--- src/rtl/ddmo_pkg.sv ---
`default_nettype none
// ----------------------------------------------------------------------------
// ddmo_pkg: shared types and constants
// State and operation codes, fixed-point angle constants, CORDIC arctangent
// table and saturation helper for the wheel mixer and odometry block.
// ----------------------------------------------------------------------------
package ddmo_pkg;

	// control sequencer
	typedef enum logic [3:0] {
		ST_IDLE,
		ST_LOAD,
		ST_MUL,
		ST_POST,
		ST_ROUND,
		ST_HEAD,
		ST_FOLD,
		ST_CORDIC,
		ST_CEND,
		ST_OUT
	} state_t;

	// products taken through the shared serial multiplier, in order
	typedef enum logic [3:0] {
		OP_FWD,
		OP_TURN,
		OP_PL,
		OP_PR,
		OP_DPHI,
		OP_X,
		OP_Y,
		OP_FS,
		OP_TR
	} op_t;

	// configuration register index
	typedef enum logic [1:0] {
		CFG_VELOCITY_GAIN    = 2'd0,
		CFG_MM_PER_COUNT     = 2'd1,
		CFG_RADIANS_PER_MM   = 2'd2,
		CFG_TICKS_PER_SECOND = 2'd3
	} cfg_index_t;

	localparam logic [15:0] GAIN_RST = 16'd1715;
	localparam logic [23:0] MMPC_RST = 24'd29244;
	localparam logic [23:0] RPMM_RST = 24'd46603;
	localparam logic [9:0]  TPS_RST  = 10'd100;

	// Q4.28 angles, Q2.30 CORDIC start value
	localparam logic signed [33:0] TWO_PI    = 34'sd1686629713;
	localparam logic signed [33:0] PI        = 34'sd843314857;
	localparam logic signed [33:0] HALF_PI   = 34'sd421657428;
	localparam logic signed [33:0] CORDIC_X0 = 34'sd652032874;

	// arctan(2^-i) in Q2.30
	function automatic logic [31:0] atan_q30(input logic [4:0] i);
		logic [31:0] r;
		unique case (i)
			5'd0:    r = 32'd843314856;
			5'd1:    r = 32'd497837829;
			5'd2:    r = 32'd263043836;
			5'd3:    r = 32'd133525158;
			5'd4:    r = 32'd67021686;
			5'd5:    r = 32'd33543515;
			5'd6:    r = 32'd16775850;
			5'd7:    r = 32'd8388437;
			5'd8:    r = 32'd4194282;
			5'd9:    r = 32'd2097149;
			5'd10:   r = 32'd1048575;
			default: r = 32'h4000_0000 >> i;
		endcase
		return r;
	endfunction

	function automatic logic signed [31:0] sat32(input logic signed [67:0] v);
		logic signed [31:0] r;
		priority if (v > 68'sd2147483647) begin
			r = 32'sh7fff_ffff;
		end else if (v < -68'sd2147483648) begin
			r = 32'sh8000_0000;
		end else begin
			r = v[31:0];
		end
		return r;
	endfunction

endpackage
`default_nettype wire

--- src/rtl/diff_drive_mix_and_odometry.sv ---
`default_nettype none
// ----------------------------------------------------------------------------
// diff_drive_mix_and_odometry: wheel mixer and wheel odometry
// Per control tick: motor demands from the velocity commands, and pose,
// distance and speed estimates from the two encoder positions.
// ----------------------------------------------------------------------------
// Usage
//   s_* : one word per control tick; tdata carries cmd_linear, cmd_angular,
//         left_position and right_position (32 bits each, lowest first).
//   m_* : one result word per tick: both motor demands, pose, distance and
//         speeds packed into 304 bits (see port list).
//   cfg_*: register write, taken at any edge with cfg_we high; write only
//         while no tick is in flight.
// Timing
//   Works one tick at a time. All products go through one shift-and-add
//   multiplier, one bit of the multiplier operand per cycle, and the sine
//   and cosine through a CORDIC doing one rotation per cycle.
//   The result sits in an output register: s_tready returns as soon as the
//   result is written there, so the next tick runs while the receiver
//   stalls; that tick then waits at its end until the register is free.
// Reset
//   Clears pose, heading, travel and previous encoder positions to zero and
//   loads the register defaults; no result is pending after reset.
// ----------------------------------------------------------------------------
module diff_drive_mix_and_odometry #(
	parameter int CORDIC_STEPS = 16
) (
	input  wire logic         clk,
	input  wire logic         arst_n,
	input  wire logic         s_tvalid,
	output logic              s_tready,
	// cmd_linear, cmd_angular, left_position, right_position
	input  wire logic [127:0] s_tdata,
	output logic              m_tvalid,
	input  wire logic         m_tready,
	// left_demand, right_demand, pose_x, pose_y, pose_heading,
	// distance_total, forward_speed, turn_rate
	output logic [303:0]      m_tdata,
	input  wire logic         cfg_we,
	input  wire logic [1:0]   cfg_addr,
	input  wire logic [23:0]  cfg_wdata
);

	localparam int IW = (CORDIC_STEPS > 1) ? $clog2(CORDIC_STEPS) : 1;

	ddmo_pkg::state_t state_q, state_d;
	ddmo_pkg::op_t    op_q, op_d;

	// configuration
	logic [15:0] gain_q;
	logic [23:0] mmpc_q;
	logic [23:0] rpmm_q;
	logic [9:0]  tps_q;

	// odometry state
	logic signed [31:0] prev_l_q, prev_r_q;
	logic signed [31:0] heading_q;
	logic signed [47:0] pos_x_q, pos_y_q, travel_q;

	// per-tick working registers
	logic signed [31:0] lin_q, ang_q;
	logic signed [32:0] dl_q, dr_q;
	logic signed [32:0] fwd_q;
	logic signed [31:0] left_d_q, right_d_q;
	logic signed [56:0] pl_q;
	logic signed [57:0] sum_q, dif_q;
	logic signed [31:0] step_q, diff_q, dphi_q;
	logic signed [31:0] fspeed_q, trate_q;

	// serial multiplier
	logic signed [67:0] acc_q, a_q;
	logic signed [33:0] b_q;
	logic [5:0]         cnt_q;
	logic signed [67:0] ld_a, ld_bias;
	logic signed [33:0] ld_b;
	logic [5:0]         ld_nb;

	// CORDIC
	logic signed [33:0] cx_q, cy_q, cz_q;
	logic signed [33:0] cos_q, sin_q;
	logic               neg_q;
	logic [IW-1:0]      it_q;

	logic               out_load;
	logic [303:0]       out_q;
	logic               mvalid_q;

	// input unpack, left count negated
	logic signed [31:0] in_lin, in_ang, in_nl, in_nr;
	assign in_lin = s_tdata[31:0];
	assign in_ang = s_tdata[63:32];
	assign in_nl  = 32'd0 - s_tdata[95:64];
	assign in_nr  = s_tdata[127:96];

	// ---------------- sequencer ----------------
	always_ff @(posedge clk or negedge arst_n) begin
		if (!arst_n) begin
			state_q <= ddmo_pkg::ST_IDLE;
			op_q    <= ddmo_pkg::OP_FWD;
		end else begin
			state_q <= state_d;
			op_q    <= op_d;
		end
	end

	always_comb begin
		state_d  = state_q;
		op_d     = op_q;
		s_tready = 1'b0;
		out_load = 1'b0;
		unique case (state_q)
			ddmo_pkg::ST_IDLE: begin
				s_tready = 1'b1;
				if (s_tvalid) begin
					state_d = ddmo_pkg::ST_LOAD;
					op_d    = ddmo_pkg::OP_FWD;
				end
			end
			ddmo_pkg::ST_LOAD: state_d = ddmo_pkg::ST_MUL;
			ddmo_pkg::ST_MUL: begin
				if (cnt_q == 6'd1) state_d = ddmo_pkg::ST_POST;
			end
			ddmo_pkg::ST_POST: begin
				unique case (op_q)
					ddmo_pkg::OP_FWD: begin
						state_d = ddmo_pkg::ST_LOAD;
						op_d    = ddmo_pkg::OP_TURN;
					end
					ddmo_pkg::OP_TURN: begin
						state_d = ddmo_pkg::ST_LOAD;
						op_d    = ddmo_pkg::OP_PL;
					end
					ddmo_pkg::OP_PL: begin
						state_d = ddmo_pkg::ST_LOAD;
						op_d    = ddmo_pkg::OP_PR;
					end
					ddmo_pkg::OP_PR:   state_d = ddmo_pkg::ST_ROUND;
					ddmo_pkg::OP_DPHI: state_d = ddmo_pkg::ST_HEAD;
					ddmo_pkg::OP_X: begin
						state_d = ddmo_pkg::ST_LOAD;
						op_d    = ddmo_pkg::OP_Y;
					end
					ddmo_pkg::OP_Y: begin
						state_d = ddmo_pkg::ST_LOAD;
						op_d    = ddmo_pkg::OP_FS;
					end
					ddmo_pkg::OP_FS: begin
						state_d = ddmo_pkg::ST_LOAD;
						op_d    = ddmo_pkg::OP_TR;
					end
					ddmo_pkg::OP_TR: state_d = ddmo_pkg::ST_OUT;
					default:         state_d = ddmo_pkg::ST_IDLE;
				endcase
			end
			ddmo_pkg::ST_ROUND: begin
				state_d = ddmo_pkg::ST_LOAD;
				op_d    = ddmo_pkg::OP_DPHI;
			end
			ddmo_pkg::ST_HEAD: state_d = ddmo_pkg::ST_FOLD;
			ddmo_pkg::ST_FOLD: state_d = ddmo_pkg::ST_CORDIC;
			ddmo_pkg::ST_CORDIC: begin
				if (it_q == IW'(CORDIC_STEPS - 1)) state_d = ddmo_pkg::ST_CEND;
			end
			ddmo_pkg::ST_CEND: begin
				state_d = ddmo_pkg::ST_LOAD;
				op_d    = ddmo_pkg::OP_X;
			end
			ddmo_pkg::ST_OUT: begin
				if (!mvalid_q || m_tready) begin
					out_load = 1'b1;
					state_d  = ddmo_pkg::ST_IDLE;
				end
			end
			default: state_d = ddmo_pkg::ST_IDLE;
		endcase
	end

	// ---------------- multiplier operand select ----------------
	// The accumulator starts at the rounding bias: its sign term is known
	// from the operand signs, and a zero product still rounds to zero.
	always_comb begin
		ld_a    = 68'sd0;
		ld_b    = 34'sd0;
		ld_nb   = 6'd1;
		ld_bias = 68'sd0;
		unique case (op_q)
			ddmo_pkg::OP_FWD: begin
				ld_a    = 68'(lin_q);
				ld_b    = 34'(gain_q);
				ld_nb   = 6'd17;
				ld_bias = lin_q[31] ? 68'sd65535 : 68'sd0;
			end
			ddmo_pkg::OP_TURN: begin
				ld_a    = 68'(ang_q);
				ld_b    = 34'(gain_q);
				ld_nb   = 6'd17;
				ld_bias = ang_q[31] ? 68'sd65535 : 68'sd0;
			end
			ddmo_pkg::OP_PL: begin
				ld_a  = 68'(dl_q);
				ld_b  = 34'(mmpc_q);
				ld_nb = 6'd25;
			end
			ddmo_pkg::OP_PR: begin
				ld_a  = 68'(dr_q);
				ld_b  = 34'(mmpc_q);
				ld_nb = 6'd25;
			end
			ddmo_pkg::OP_DPHI: begin
				ld_a    = 68'(diff_q);
				ld_b    = 34'(rpmm_q);
				ld_nb   = 6'd25;
				ld_bias = diff_q[31] ? 68'sd2047 : 68'sd2048;
			end
			ddmo_pkg::OP_X: begin
				ld_a    = 68'(step_q);
				ld_b    = cos_q;
				ld_nb   = 6'd34;
				ld_bias = (step_q[31] ^ cos_q[33]) ? 68'sd536870911 : 68'sd536870912;
			end
			ddmo_pkg::OP_Y: begin
				ld_a    = 68'(step_q);
				ld_b    = sin_q;
				ld_nb   = 6'd34;
				ld_bias = (step_q[31] ^ sin_q[33]) ? 68'sd536870911 : 68'sd536870912;
			end
			ddmo_pkg::OP_FS: begin
				ld_a  = 68'(step_q);
				ld_b  = 34'(tps_q);
				ld_nb = 6'd11;
			end
			ddmo_pkg::OP_TR: begin
				ld_a    = 68'(dphi_q);
				ld_b    = 34'(tps_q);
				ld_nb   = 6'd11;
				ld_bias = dphi_q[31] ? 68'sd2047 : 68'sd2048;
			end
			default: ;
		endcase
	end

	// ---------------- post-product arithmetic ----------------
	logic signed [32:0] turn_v;
	logic signed [33:0] mix_l, mix_r;
	logic signed [67:0] sh12;
	logic signed [57:0] pr_v;
	logic signed [57:0] r_step, r_diff;
	logic signed [33:0] h0, h1, h2;
	logic signed [33:0] f0, f1, f2;
	logic signed [33:0] sy, sx;
	logic [31:0]        at;

	always_comb begin
		turn_v = 33'(acc_q >>> 16);
		mix_l  = 34'(turn_v) - 34'(fwd_q);
		mix_r  = 34'(fwd_q) + 34'(turn_v);
		sh12   = acc_q >>> 12;
		pr_v   = 58'(signed'(acc_q[56:0]));

		// rounding to nearest, ties away from zero
		r_step = (sum_q + (sum_q[57] ? 58'sd255 : 58'sd256)) >>> 9;
		r_diff = (dif_q + (dif_q[57] ? 58'sd127 : 58'sd128)) >>> 8;

		// heading wrap by 2*pi
		h0 = 34'(heading_q) + 34'(dphi_q);
		h1 = (h0 >= ddmo_pkg::TWO_PI) ? h0 - ddmo_pkg::TWO_PI : h0;
		h2 = (h1 <= -ddmo_pkg::TWO_PI) ? h1 + ddmo_pkg::TWO_PI : h1;

		// fold heading into (-pi, pi]
		f0 = 34'(heading_q);
		f1 = (f0 > ddmo_pkg::PI) ? f0 - ddmo_pkg::TWO_PI : f0;
		f2 = (f1 <= -ddmo_pkg::PI) ? f1 + ddmo_pkg::TWO_PI : f1;

		sy = cy_q >>> it_q;
		sx = cx_q >>> it_q;
		at = ddmo_pkg::atan_q30(5'(it_q));
	end

	// ---------------- state and control registers ----------------
	always_ff @(posedge clk or negedge arst_n) begin
		if (!arst_n) begin
			gain_q    <= ddmo_pkg::GAIN_RST;
			mmpc_q    <= ddmo_pkg::MMPC_RST;
			rpmm_q    <= ddmo_pkg::RPMM_RST;
			tps_q     <= ddmo_pkg::TPS_RST;
			prev_l_q  <= '0;
			prev_r_q  <= '0;
			heading_q <= '0;
			pos_x_q   <= '0;
			pos_y_q   <= '0;
			travel_q  <= '0;
			mvalid_q  <= 1'b0;
		end else begin
			if (cfg_we) begin
				unique case (ddmo_pkg::cfg_index_t'(cfg_addr))
					ddmo_pkg::CFG_VELOCITY_GAIN:    gain_q <= cfg_wdata[15:0];
					ddmo_pkg::CFG_MM_PER_COUNT:     mmpc_q <= cfg_wdata;
					ddmo_pkg::CFG_RADIANS_PER_MM:   rpmm_q <= cfg_wdata;
					ddmo_pkg::CFG_TICKS_PER_SECOND: tps_q  <= cfg_wdata[9:0];
					default: ;
				endcase
			end
			if (state_q == ddmo_pkg::ST_IDLE && s_tvalid) begin
				prev_l_q <= in_nl;
				prev_r_q <= in_nr;
			end
			if (state_q == ddmo_pkg::ST_HEAD) begin
				heading_q <= h2[31:0];
			end
			if (state_q == ddmo_pkg::ST_POST) begin
				unique case (op_q)
					ddmo_pkg::OP_X:  pos_x_q  <= pos_x_q + 48'(acc_q >>> 30);
					ddmo_pkg::OP_Y:  pos_y_q  <= pos_y_q + 48'(acc_q >>> 30);
					ddmo_pkg::OP_FS: travel_q <= travel_q + 48'(step_q);
					default: ;
				endcase
			end
			if (out_load) begin
				mvalid_q <= 1'b1;
			end else if (m_tready) begin
				mvalid_q <= 1'b0;
			end
		end
	end

	// ---------------- datapath ----------------
	always_ff @(posedge clk) begin
		unique case (state_q)
			ddmo_pkg::ST_IDLE: begin
				if (s_tvalid) begin
					lin_q <= in_lin;
					ang_q <= in_ang;
					dl_q  <= 33'(in_nl) - 33'(prev_l_q);
					dr_q  <= 33'(in_nr) - 33'(prev_r_q);
				end
			end
			ddmo_pkg::ST_LOAD: begin
				acc_q <= ld_bias;
				a_q   <= ld_a;
				b_q   <= ld_b;
				cnt_q <= ld_nb;
			end
			ddmo_pkg::ST_MUL: begin
				// last bit is the operand's sign bit: its weight is negative
				if (b_q[0]) begin
					acc_q <= (cnt_q == 6'd1) ? acc_q - a_q : acc_q + a_q;
				end
				a_q   <= a_q <<< 1;
				b_q   <= b_q >>> 1;
				cnt_q <= cnt_q - 6'd1;
			end
			ddmo_pkg::ST_POST: begin
				unique case (op_q)
					ddmo_pkg::OP_FWD: fwd_q <= turn_v;
					ddmo_pkg::OP_TURN: begin
						left_d_q  <= ddmo_pkg::sat32(68'(mix_l));
						right_d_q <= ddmo_pkg::sat32(68'(mix_r));
					end
					ddmo_pkg::OP_PL: pl_q <= acc_q[56:0];
					ddmo_pkg::OP_PR: begin
						sum_q <= pr_v + 58'(pl_q);
						dif_q <= pr_v - 58'(pl_q);
					end
					ddmo_pkg::OP_DPHI: begin
						priority if (sh12 > 68'(ddmo_pkg::TWO_PI)) begin
							dphi_q <= ddmo_pkg::TWO_PI[31:0];
						end else if (sh12 < -68'(ddmo_pkg::TWO_PI)) begin
							dphi_q <= 32'(-ddmo_pkg::TWO_PI);
						end else begin
							dphi_q <= sh12[31:0];
						end
					end
					ddmo_pkg::OP_FS: fspeed_q <= ddmo_pkg::sat32(acc_q);
					ddmo_pkg::OP_TR: trate_q  <= ddmo_pkg::sat32(sh12);
					default: ;
				endcase
			end
			ddmo_pkg::ST_ROUND: begin
				step_q <= ddmo_pkg::sat32(68'(r_step));
				diff_q <= ddmo_pkg::sat32(68'(r_diff));
			end
			ddmo_pkg::ST_FOLD: begin
				cx_q <= ddmo_pkg::CORDIC_X0;
				cy_q <= '0;
				it_q <= '0;
				priority if (f2 > ddmo_pkg::HALF_PI) begin
					cz_q  <= (f2 - ddmo_pkg::PI) <<< 2;
					neg_q <= 1'b1;
				end else if (f2 < -ddmo_pkg::HALF_PI) begin
					cz_q  <= (f2 + ddmo_pkg::PI) <<< 2;
					neg_q <= 1'b1;
				end else begin
					cz_q  <= f2 <<< 2;
					neg_q <= 1'b0;
				end
			end
			ddmo_pkg::ST_CORDIC: begin
				if (!cz_q[33]) begin
					cx_q <= cx_q - sy;
					cy_q <= cy_q + sx;
					cz_q <= cz_q - 34'(at);
				end else begin
					cx_q <= cx_q + sy;
					cy_q <= cy_q - sx;
					cz_q <= cz_q + 34'(at);
				end
				it_q <= it_q + IW'(1);
			end
			ddmo_pkg::ST_CEND: begin
				cos_q <= neg_q ? -cx_q : cx_q;
				sin_q <= neg_q ? -cy_q : cy_q;
			end
			ddmo_pkg::ST_OUT: begin
				if (out_load) begin
					out_q <= {trate_q, fspeed_q, travel_q, heading_q,
					          pos_y_q, pos_x_q, right_d_q, left_d_q};
				end
			end
			default: ;
		endcase
	end

	assign m_tvalid = mvalid_q;
	assign m_tdata  = out_q;

endmodule
`default_nettype wire
--- config.mk ---
export PLATFORM = sky130hd
export DESIGN_NAME = diff_drive_mix_and_odometry
export DESIGN_NICKNAME = d
export VERILOG_FILES = /design/src/rtl/ddmo_pkg.sv /design/src/rtl/diff_drive_mix_and_odometry.sv
export SDC_FILE = /design/constraint.sdc
export NUM_CORES = 2
export LEC_CHECK = 0
export BUFFER_PORTS_ARGS = -buffer_cell sky130_fd_sc_hd__buf_4
export CORE_MARGIN = 2
export CORE_UTILIZATION = 45
export DETAILED_ROUTE_END_ITERATION = 8
export GPL_TIMING_DRIVEN = 0
export SYNTH_ARGS = -nofsm -noshare
export SYNTH_HDL_FRONTEND = slang
export SYNTH_SLANG_ARGS = --single-unit
--- constraint.sdc ---
create_clock -name clk -period 19.1 [get_ports clk]
set_input_delay 3.82 -clock clk [delete_from_list [all_inputs] [get_ports clk]]
set_output_delay 3.82 -clock clk [all_outputs]
set_load 0.1 [all_outputs]
==> key figures <==
Min path
  – Min-delay worst type: reg2reg
  – Hold Path Depth: 0

Route
  – Final WL: ~350000 µm
  – Vias: around 82000
  – Drt first-iter violations: between 8000 and 9000
  – Detail Route Antenna Nets: 0
  – WL per Instance: 25.0 µm
  – Drt via density: slightly below 6
  – Post-route DRC: 0
  – Drt first pass iters: 7

Clock tree
  – CTS Buf Count: about 170
  – Clk sinks: between 1500 and 2000
  – TritonCTS clock tree: built
  – H-tree lvl count: 4
  – Cts hold-fix bufs: 0
  – Worst-Skew Late Latency: 0.87 ns
  – Clk slew on worst S/H paths: about 0.060 ns
  – Post-cts sizing count: 0
  – Root Driver: clkbuf_16
  – Clock buffer depth: 3
  – Postcts setup bufs: 0

Worst setup path
  – Crit path DAT: about 12 ns
  – Delay-heaviest family, CP: buffers and inverters
  – R2R depth: 38
  – WS Path Type: reg2reg
  – Max Fanout on Critical Path: 10
  – Worst path slowest cell: dfrtp_1
  – Crit path largest cell delay: slightly below 0.7 ns
  – Req. time, crit path: 19.66 ns
  – CP endpoint kind: flip-flop
  – Crit path buffers/inverters: 12
  – Worst reg2reg setup slack: between 7 and 8 ns
  – Critical path depth: 38
  – Critical path launch point type: flip-flop
  – Most frequent CP cell: clkbuf_1

Layout
  – Commonest non-fill, non-tap cell in the layout: edfxtp_1
  – P&R area growth vs syn: 14.0%
  – Commonest non-fill, non-tap cells in the layout: edfxtp_1, nand2_1, nor2_1
  – Finished Layout Cells: 13800
  – Filler Cell Count: roughly 20000
  – Area occupied by multi-input gates: around 0.052 mm²
  – Fin util: 51.6%
  – FF/Latch Area: approximately 0.045 mm²
  – Share of cells above drive strength 1: between 10% and 20%
  – Nets: between 10000 and 15000

STA
  – Final setup TNS: 0 ns
  – Setup WS post-layout: approximately 7.3 ns
  – Slew HR: -1.93%
  – Final Max Tran Viols: 7
  – F_max: between 80 and 90 MHz
  – Hold violation total from the final report: 0
  – Clock skew: approximately 0.048 ns
  – Post-route clock period utilization: around three fifths
  – Post-layout min period: ~12 ns
  – RSZ-0062 raised after global routing: false
  – Worst-Margin Slew: ~1.5 ns
  – # setup viols final: 0

Yosys
  – Yosys warns: 0
  – Synth area leaders: edfxtp_1, ha_1, dfrtp_1
  – Post-synthesis cell area: just under 0.1 mm²
  – Top_reg_cell synth: edfxtp_1
  – EDFF count, synth: 1214
  – Register bit total from synthesis: 1537
  – Ys async rst share: a little over a fifth
  – Synth top area share: between 30% and 40%
  – Mapped Nets: 10900
  – Cells after Synth: between 10000 and 15000
  – Mean Syn Cell Area: just under 10 µm²
  – Seq/Total Area, Yosys: about 45%
  – Yosys top cell by area: edfxtp_1
  – Netlist cell types: 109

Pwr
  – Final Total Pwr: 0.00729 W
  – P_leak: ~45 nW
  – Switching power of the nets: 0.00160 W
  – Sw Share: around 22%
  – Part of the power in registers: between 40 and 50%
  – Power Density: around 64 mW/mm²
  – Clock share of power: between 40 and 50%
  – Worst vdd ir: about 0.095 mV
  – Comb power frac: around 2.5%
  – Internal power: between 0.005 and 0.006 W

Floorplan
  – Initial core utilization: between 40% and 50%
  – FP Rows: 172
  – Boundary pin count: 465
  – Core area: about 0.22 mm²
  – Die Wd: roughly 470 µm
  – Die Span Y: roughly 470 µm
  – Die ar.: around 0.22 mm²

Run status
  – Status: complete, but fails checks
  – Failing checks: capacitance limit, slew limit

Global routing
  – Largest net degree at the start of global routing: 121
  – Initial antenna violation count: 26
  – Total track usage: roughly 30%
  – Vias in the first global route: 77700
  – GR Overflow Total: 0
  – First-pass GRT wire length: around 500000 µm

Flow run
  – Max-cap violation count: 1

Place
  – Setup WS pre-CTS: roughly 7.5 ns
  – DPL Wire Length: roughly 270000 µm
  – Dpl cells: around 13000
  – Gpl congestion: between 0.9 and 1
  – I/O Buffers: ~460
## kinds of logic after synthesis
group                      count (synthesis)  synth area share [%]
adders and majority gates                634                  8.09
buffers and inverters                    841                  3.24
and+or+nand+nor                         3176                  15.0
DFF                                     1537                  44.9
muxes                                    299                  3.72
AOI/OAI and AO/OA                       2647                  16.8
xor gates and xnor gates                 938                  8.27
## sequential cells by signal, summed over array words and instances, names as in the netlist, 33 cells and up
| name | flops |
|---|---|
| sin_q | 34 |
| dif_q | 57 |
| pos_x_q | 48 |
| acc_q | 68 |
| dl_q | 33 |
| a_q | 68 |
| cz_q | 34 |
| pos_y_q | 48 |
| pl_q | 57 |
| b_q | 34 |
| sum_q | 58 |
| dr_q | 33 |
| m_tdata | 304 |
| cx_q | 34 |
| fwd_q | 33 |
| cy_q | 34 |
| cos_q | 34 |
| travel_q | 48 |
## cell type report
cell class                 instances  share of cell area [%]
timing repair buffer             517                    3.81
antenna                           10                  0.0221
clock buffer                     225                    4.15
buffer                           428                    1.48
multi-input combinational       7694                    45.6
sequential                      1537                    39.4
tap                             2871                    3.17
clock inverter                   100                    1.04
inverter                         413                    1.38
## synth_stat cells (216+ instances only)
master / count
a21oi_1: 706
clkbuf_1: 356
dfrtp_1: 297
edfxtp_1: 1214
ha_1: 620
inv_1: 409
nand2_1: 1102
nor2_1: 793
nor3_1: 216
o21ai_0: 752
xnor2_1: 608
xor2_1: 330
## stage by stage
step | hold slack [ns] | cell area, µm²
final | 0.401 | 113000
after global routing | 0.413 | 113000
after CTS | 0.410 | 113000
after detailed placement | 0.405 | 107000
after global placement | 0.400 | 106000
after floorplan | 0.400 | 99300
## power groups by stage
stage	clock network, W	registers [W]	logic [W]
after CTS	0.00353	0.00363	0.000181
after floorplan	0	0.00369	0.0000838
after global routing	0.00366	0.00363	0.000195
final	0.00347	0.00363	0.000182
after global placement	0	0.00370	0.000173
after detailed placement	0	0.00370	0.000180
## final timing paths
kind | to | from
max in group asynchronous | travel_q[39] | arst_n
min in group asynchronous | pos_x_q[45] | arst_n
worst min register to register | m_tdata[40] | right_d_q[8]
worst max-delay path | cz_q[2] | heading_q[0]
worst max register to register | cz_q[2] | heading_q[0]
worst min-delay path | m_tdata[40] | right_d_q[8]
## routing by layer
metal,share of wire (%),global-route usage [%],wire length (µm)
met1,44,41.8,152000
met2,45,47.0,155000
met3,7.1,4.29,24700
met4,4.1,10.9,14100
met5,0.0043,0,15
No activity file was read; power rests on OpenSTA's default activity.
